**config.mk**
```make
export PLATFORM = sky130hd
export DESIGN_NAME = oost_ctrl
export DESIGN_NICKNAME = d
export VERILOG_FILES = /design/src/rtl/oost_pkg.sv /design/src/rtl/oost_ctrl.sv
export SDC_FILE = /design/constraint.sdc
export NUM_CORES = 1
export LEC_CHECK = 0
export BUFFER_PORTS_ARGS = -buffer_cell sky130_fd_sc_hd__buf_2
export CAP_MARGIN = 20
export CORE_MARGIN = 2
export CORE_UTILIZATION = 45
export DETAILED_ROUTE_END_ITERATION = 10
export PLACE_DENSITY = 0.8
export SLEW_MARGIN = 40
export SYNTH_ARGS = -nofsm -noshare
export SYNTH_HDL_FRONTEND = slang
export SYNTH_SLANG_ARGS = --single-unit
```
**constraint.sdc**
```tcl
create_clock -name clk -period 2.3 [get_ports clk]
set_input_delay 0.345 -clock clk [delete_from_list [all_inputs] [get_ports clk]]
set_output_delay 0.345 -clock clk [all_outputs]
set_load 0.01 [all_outputs]
```
**src/rtl/oost_pkg.sv**
```systemverilog
package oost_pkg;

  localparam int MAX_FRAMES = 65536;
  localparam int ADDR_W     = $clog2(MAX_FRAMES);
  localparam int CNT_W      = ADDR_W + 1;
  localparam int SAMPLE_W   = 24;
  localparam int FRAME_W    = 2 * SAMPLE_W;
  localparam int CFG_W      = 17;
  localparam int CFG_IDX_W  = 1;
  localparam int PROD_W     = SAMPLE_W + CNT_W;
  localparam int DIV_CNT_W  = $clog2(PROD_W + 1);
  localparam int HIT_W      = SAMPLE_W + 7;

  localparam logic [CFG_IDX_W-1:0] REG_MAX_LENGTH  = 1'b0;
  localparam logic [CFG_IDX_W-1:0] REG_FADE_LENGTH = 1'b1;

  localparam logic [CFG_W-1:0] MAX_LENGTH_RESET  = CFG_W'(65536);
  localparam logic [CFG_W-1:0] FADE_LENGTH_RESET = CFG_W'(241);

  // Onset gate: a sample opens the gate when GATE_SCALE * |v| >= peak.
  localparam logic [HIT_W-1:0] GATE_SCALE = HIT_W'(100);

  typedef enum logic [1:0] {
    OP_CLEAR   = 2'd0,
    OP_LOAD    = 2'd1,
    OP_PROCESS = 2'd2,
    OP_READ    = 2'd3
  } opcode_t;

  typedef enum logic [1:0] {
    STAT_OK       = 2'd0,
    STAT_FULL     = 2'd1,
    STAT_SILENT   = 2'd2,
    STAT_PAST_END = 2'd3
  } status_t;

  typedef enum logic [4:0] {
    S_IDLE,
    S_RDWAIT,
    S_PK1,
    S_PK1_END,
    S_SILENT,
    S_ONSET,
    S_TRIM,
    S_FADE_INIT,
    S_FADE_CHK,
    S_FADE_RD,
    S_FADE_MUL,
    S_FADE_START,
    S_FADE_DIV,
    S_FADE_WR,
    S_PK2_INIT,
    S_PK2,
    S_PK2_END,
    S_EMIT_OK,
    S_EMIT_SIL
  } state_t;

  typedef enum logic [1:0] {
    RA_READ,
    RA_SWEEP,
    RA_FADE
  } raddr_sel_t;

  typedef struct packed {
    logic       sweep_clr;
    logic       sweep_en;
    logic       onset_mode;
    logic       latch_peak;
    logic       silent_set;
    logic       trim_set;
    logic       fade_init;
    logic       fade_mul;
    logic       div_start;
    logic       fade_wr;
    logic       emit_rd;
    logic       emit_proc;
    status_t    emit_status;
    raddr_sel_t raddr_sel;
  } cmd_t;

  typedef struct packed {
    logic out_free;
    logic sweep_done;
    logic silent;
    logic trunc;
    logic fade_done;
    logic div_busy;
  } stat_t;

  function automatic logic [SAMPLE_W-1:0] mag(input logic [SAMPLE_W-1:0] v);
    return v[SAMPLE_W-1] ? SAMPLE_W'(-v) : v;
  endfunction

endpackage

```
**src/rtl/oost_ctrl.sv**
```systemverilog
module oost_ctrl import oost_pkg::*; (
  input  logic    clk,
  input  logic    rst,
  input  logic    accept,
  input  opcode_t opcode,
  input  stat_t   stat,
  output logic    ready,
  output cmd_t    cmd
);

  state_t state, state_next;

  always_ff @(posedge clk) begin
    if (rst) begin
      state <= S_IDLE;
    end else begin
      state <= state_next;
    end
  end

  always_comb begin
    state_next = state;
    unique case (state)
      S_IDLE: begin
        if (accept) begin
          if (opcode == OP_READ) begin
            state_next = S_RDWAIT;
          end else if (opcode == OP_PROCESS) begin
            state_next = S_PK1;
          end
        end
      end
      S_RDWAIT:     state_next = S_IDLE;
      S_PK1:        if (stat.sweep_done) state_next = S_PK1_END;
      S_PK1_END:    state_next = stat.silent ? S_SILENT : S_ONSET;
      S_SILENT:     state_next = S_EMIT_SIL;
      S_ONSET:      if (stat.sweep_done) state_next = S_TRIM;
      S_TRIM:       state_next = S_FADE_INIT;
      S_FADE_INIT:  state_next = S_FADE_CHK;
      S_FADE_CHK: begin
        if (!stat.trunc || stat.fade_done) begin
          state_next = S_PK2_INIT;
        end else begin
          state_next = S_FADE_RD;
        end
      end
      S_FADE_RD:    state_next = S_FADE_MUL;
      S_FADE_MUL:   state_next = S_FADE_START;
      S_FADE_START: state_next = S_FADE_DIV;
      S_FADE_DIV:   if (!stat.div_busy) state_next = S_FADE_WR;
      S_FADE_WR:    state_next = S_FADE_CHK;
      S_PK2_INIT:   state_next = S_PK2;
      S_PK2:        if (stat.sweep_done) state_next = S_PK2_END;
      S_PK2_END:    state_next = S_EMIT_OK;
      S_EMIT_OK:    state_next = S_IDLE;
      S_EMIT_SIL:   state_next = S_IDLE;
      default:      state_next = S_IDLE;
    endcase
  end

  always_comb begin
    cmd         = '0;
    cmd.raddr_sel   = RA_READ;
    cmd.emit_status = STAT_OK;
    ready       = 1'b0;
    unique case (state)
      S_IDLE: begin
        ready         = stat.out_free;
        cmd.sweep_clr = 1'b1;
      end
      S_RDWAIT:     cmd.emit_rd = 1'b1;
      S_PK1: begin
        cmd.sweep_en  = 1'b1;
        cmd.raddr_sel = RA_SWEEP;
      end
      S_PK1_END: begin
        cmd.latch_peak = 1'b1;
        cmd.sweep_clr  = 1'b1;
      end
      S_SILENT:     cmd.silent_set = 1'b1;
      S_ONSET: begin
        cmd.sweep_en   = 1'b1;
        cmd.onset_mode = 1'b1;
        cmd.raddr_sel  = RA_SWEEP;
      end
      S_TRIM:       cmd.trim_set = 1'b1;
      S_FADE_INIT:  cmd.fade_init = 1'b1;
      S_FADE_CHK:   cmd.raddr_sel = RA_FADE;
      S_FADE_RD:    cmd.raddr_sel = RA_FADE;
      S_FADE_MUL:   cmd.fade_mul = 1'b1;
      S_FADE_START: cmd.div_start = 1'b1;
      S_FADE_DIV:   cmd.raddr_sel = RA_FADE;
      S_FADE_WR:    cmd.fade_wr = 1'b1;
      S_PK2_INIT:   cmd.sweep_clr = 1'b1;
      S_PK2: begin
        cmd.sweep_en  = 1'b1;
        cmd.raddr_sel = RA_SWEEP;
      end
      S_PK2_END:    cmd.latch_peak = 1'b1;
      S_EMIT_OK:    cmd.emit_proc = 1'b1;
      S_EMIT_SIL: begin
        cmd.emit_proc   = 1'b1;
        cmd.emit_status = STAT_SILENT;
      end
      default:      cmd.sweep_clr = 1'b1;
    endcase
  end

endmodule

```
-- Word level (Yosys, flattened, before mapping)
Index checks and enable logic that the tools add are counted.
- word-level logic and storage cells: 62
- bits of input ports: 11
- bits in registers: 5
- output and inout bits: 17
- multiplexer cells: 25
- equality and inequality tests: 26
- reduce and logical (&&, ||, !) cells: 10
- operator list (cell ; number):
    case mux 5 bit (15 select lines) ; 1
    equality test 5 x 4 -> 1 bit, second input constant ; 8
    two-way mux 5 bit ; 7
    equality test 5 x 3 -> 1 bit, second input constant ; 4
    OR reduction 16 bit ; 1
    equality test 5 bit, second input constant ; 3
    two-way mux 1 bit ; 14
    equality test 5 x 2 -> 1 bit, second input constant ; 2
    != test 2 bit, second input constant ; 5
    AND reduction 6 bit ; 1
    OR reduction 2 bit ; 3
    OR reduction 3 bit ; 2
    equality test 5 x 1 -> 1 bit, second input constant ; 1
    logical NOT 5 bit ; 1
    equality test 2 bit, second input constant ; 2
    case mux 2 bit (2 select lines) ; 1
    two-way mux 3 bit ; 1
    != test 3 bit, second input constant ; 1
    two-way mux 2 bit ; 1
    logical NOT 1 bit ; 1
    logical OR 1 bit ; 1

-- Logic depth before layout (Yosys ltp)
- depth after elaboration: 5
- depth in mapped cells: 7
- mapped depth without buffers: 5

-- Worst setup path after synthesis
No wires, ideal clock.
- kind: flip-flop to output port
- from: register state[1]
- to: output cmd[15] (netlist bit)
- buffers on the path: 3
- required time: 1955 ps
- arrival: 1458 ps
- path slack: 497 ps
- stages on the path, launching flop included: 6
- cell sequence: dfxtp_1 -> buf_6 -> clkbuf_1 -> buf_2 -> a21oi_1 -> o311ai_0
- RTL lines (item ; RTL line ; RTL):
    start, declared ; oost_ctrl.sv:11 ; state_t state, state_next;
    start signal, assigned ; oost_ctrl.sv:17 ; state <= state_next;
    end, declared ; oost_ctrl.sv:8 ; output cmd_t cmd

==> flow_results.org <==
** Synthesis
- The cell area that synthesis handed to floorplanning was 719 sq um.
- The Yosys step of the flow raised 0 warnings.
- Counting every net in the synthesized netlist gives 122.
- Synthesis inferred 5 register bits.
- For this run, the leading register cell type out of synthesis is sky130_fd_sc_hd__dfxtp_1.
- For this run, asynchronously set or reset flops after synthesis account for 0%.
- EDFF count, synth :: 0
- Synthesized area per cell :: 6.48 sq um
- Number of distinct library cells after synthesis :: 37
- Synthesized instance count :: 111
- Sequential elements use 13.9% of the synthesized area.

** Finish
- Measured on the finished design, the core utilization comes to 57.6%.
- Area added between synthesis and finish :: 20.7%
- The register with the most flip-flops in the layout has 5 of them.
- Number of standard cells in the layout, taps in and fillers out :: 150
- Fraction of layout instances using a drive strength above 1 :: 27.6%
- After the last flow step, the layout net total stands at 146.
- Fillers :: 167
- Register containing the most flip-flops in the final layout :: state
- 0 antenna diodes ended up in the layout.
- Registers with the most flip-flops :: state: 5 flops

** Hold path
- Hold crit path type :: in2reg
- For hold timing, the worst endpoint is state[2].
- Origin of the worst min-delay path :: rst
- The worst hold path was traced through 2 stages.

** Setup path
- The number of cells on the worst reg-to-reg path is 5.
- Reg2Reg Capture Point :: state[2]
- Required arrival time at the worst endpoint :: 1.96 ns
- For the worst setup path, the data arrival time is 1.68 ns.
- STA classifies the critical path startpoint as a register.
- R2r startpoint :: state[2]
- R2R Setup Slk :: 0.46 ns
- Category of the critical setup timing path :: reg2out
- Worst-path fanout max :: 16
- The worst setup path is captured at an output pin.

** Clock tree
- In this run the deepest clock path goes through 2 buffers.
- The number of gates resized after CTS was 0.
- Root buffer selected by CTS :: sky130_fd_sc_hd__clkbuf_4
- TritonCTS built the clock tree.
- CTS built an H-tree with a depth of 1.
- Post-CTS timing repair inserted 0 buffers for setup.
- The later pin in the worst-skew pair is clocked with a latency of 0.24 ns.
- Clock-pin slew was measured on the worst setup and hold paths at 0.04 ns.
- For this design, the CTS-stage hold fixing added 0 buffers.
- Number of buffers added by the clock tree synthesis step :: 3
- The tree built by TritonCTS fans out to 5 sinks.

** Power and ir drop
- Power spread over the standard cell area amounts to 926 nW/um^2.
- Across the VDD grid, the largest voltage drop is 0.000474 V.
- For this design the static power due to leakage is 0.417 nW.
- The design draws 0.804 mW.

** Die
- IO Count :: 28
- Row generation in the floorplan step produced 14 rows.
- Total die area :: 1930 sq um
- Height of the die :: 44.0 microns
- For this configuration, the core starts out at a cell density of 47.8%.
- X dimension of the die :: 44.0 microns
- Standard cell core area :: 1510 sq um

** Drt
- Drt total wl :: 1.77 mm
- TritonRoute pass-1 iters :: 4
- Post-detailed-route via-to-cell ratio :: 5.59
- Vias after detailed routing :: 839
- Initial drt markers :: 15
- Average wire length per cell after detail routing :: 11.8 microns
- Once detail routing completed, the nets flagged for antenna violations numbered 0.
- After detailed routing, the number of remaining DRC violations is 0.

** Placement
- Final GP Congestion :: 0.858
- Placed cell count :: 146
- The count of buffers added on input and output ports is 26.
- Detailed placement finished with a half-perimeter wire length of 1.33 mm.
- Place WS :: 0.485 ns

** Timing
- The max-slew violation count came to 0.
- Final worst-path cycle share :: 87.9%
- For this run, the top clock speed supported by timing is 0.494 GHz.
- The worst path needs 2.02 ns of the cycle, external delays included.
- The worst path meets setup with 0.277 ns of slack.
- Unrepaired setup endpoints after global routing :: false
- The final-report hold violation count was 0.
- Final setup violating endpoints :: 0
- Clock skew on the completed layout was measured at 0.00571 ns.
- Total negative slack :: 0 ns

** GRT
- Met2 GRT Util :: 37.9%
- Grt ovf :: 0
- Pin count of the biggest net entering global routing :: 17
- The number of global-route vias before repair was 733.
- For this run, global-route usage on met1 was measured as 23.6%.
- In the global route stage, met3 resource usage came out at 2.50%.
- Antenna violations before repair :: 0
- The layer flagged by global routing as most heavily used is met2.
- The first global-routing pass estimated 2.99 mm of wire.
- GRT Resource Usage Total :: 19.9%

** Flow run
- Max-cap violations in this run came to 0.

** Outcome
- The flow ran to the end, and the final reports show no timing, DRC or antenna violations.
-- logic make-up (layout without fill, tap and decap cells) --
logic type | count (synthesis) | in the layout | synth area share [%]
muxes | 2 | 2 | 2.78
buffers and inverters | 15 | 38 | 10.6
xor gates and xnor gates | 3 | 3 | 3.65
and+or+nand+nor | 68 | 68 | 53.4
DFF | 5 | 5 | 13.9
AOI/OAI and AO/OA | 17 | 17 | 15.1
other | 1 | 1 | 0.521
-- how the worst max path moves through the flow --
| stage | from | to | cells past startpoint |
|---|---|---|---|
| 5_1_grt | state[1] | cmd[15] | 5 |
| 3_5_place_dp | state[2] | state[2] | 5 |
| 6_report | state[1] | cmd[15] | 5 |
| 2_1_floorplan | state[1] | cmd[15] | 5 |
| 3_3_place_gp | state[3] | state[2] | 5 |
| 4_1_cts | state[1] | cmd[15] | 5 |
-- stage by stage --
step	hold slack (ns)	area [sq um]
6_report	0.328	868
5_1_grt	0.319	868
4_1_cts	0.326	868
3_5_place_dp	0.572	842
3_3_place_gp	0.568	842
2_1_floorplan	0.414	719
-- Yosys cell counts, types with 4 or more instances --
master | instances | area, sq um
sky130_fd_sc_hd__buf_2 | 4 | 20.0
sky130_fd_sc_hd__nand2b_1 | 5 | 31.3
sky130_fd_sc_hd__dfxtp_1 | 5 | 100
sky130_fd_sc_hd__nor3_1 | 11 | 55.1
sky130_fd_sc_hd__a21oi_1 | 7 | 35.0
sky130_fd_sc_hd__nor2b_1 | 4 | 25.0
sky130_fd_sc_hd__nand3_1 | 7 | 35.0
sky130_fd_sc_hd__nand2_1 | 10 | 37.5
sky130_fd_sc_hd__nor2_1 | 14 | 52.6
sky130_fd_sc_hd__nor3b_1 | 4 | 30.0
-- layout make-up --
class	instances	area, sq um	area share (%)
clock buffers	4	26.3	3.03
multi-input cells	91	543	62.5
inverters	3	11.3	1.30
well taps	16	20.0	2.31
repair buffers	31	168	19.3
flip-flops and latches	5	100	11.5
-- where the power goes --
part,internal [mW],switching (mW),total [mW]
logic,0.244,0.290,0.534
registers,0.105,0.0650,0.170
clock network,0.0655,0.0344,0.0998
-- placed cells by master (no fill, tap or decap), types with 2 or more instances in the layout --
cell | netlist | layout
sky130_fd_sc_hd__nor2b_1 | 4 | 4
sky130_fd_sc_hd__nand2_1 | 10 | 10
sky130_fd_sc_hd__inv_1 | 3 | 3
sky130_fd_sc_hd__nor3b_1 | 4 | 4
sky130_fd_sc_hd__a21oi_1 | 7 | 7
sky130_fd_sc_hd__nor4_1 | 2 | 2
sky130_fd_sc_hd__mux2i_1 | 2 | 2
sky130_fd_sc_hd__nand2b_1 | 5 | 5
sky130_fd_sc_hd__and3_1 | 2 | 2
sky130_fd_sc_hd__dfxtp_1 | 5 | 5
sky130_fd_sc_hd__buf_2 | 4 | 26
sky130_fd_sc_hd__buf_4 | 2 | 5
sky130_fd_sc_hd__clkbuf_4 | 0 | 3
sky130_fd_sc_hd__nand3_1 | 7 | 7
sky130_fd_sc_hd__a211oi_1 | 2 | 2
sky130_fd_sc_hd__xnor2_1 | 3 | 3
sky130_fd_sc_hd__nor3_1 | 11 | 11
sky130_fd_sc_hd__nor2_1 | 14 | 14
sky130_fd_sc_hd__a31oi_1 | 2 | 2
-- metal layers --
layer	part of all wire (%)	wire length (microns)	vias to the layer above
met5	0	0	-
met4	0	0	0
met3	4.4	77	0
met1	44	776	376
met2	52	916	22
li1	-	-	441
-- critical path, cell delays in order, from the launching register on --
cell                       delay [ns]
sky130_fd_sc_hd__dfxtp_1         0.57
sky130_fd_sc_hd__buf_4           0.28
sky130_fd_sc_hd__and3b_1         0.22
sky130_fd_sc_hd__o21ai_0         0.08
sky130_fd_sc_hd__o311ai_0        0.10
sky130_fd_sc_hd__buf_2           0.19
Note: power is estimated with default switching activity, not from simulation.
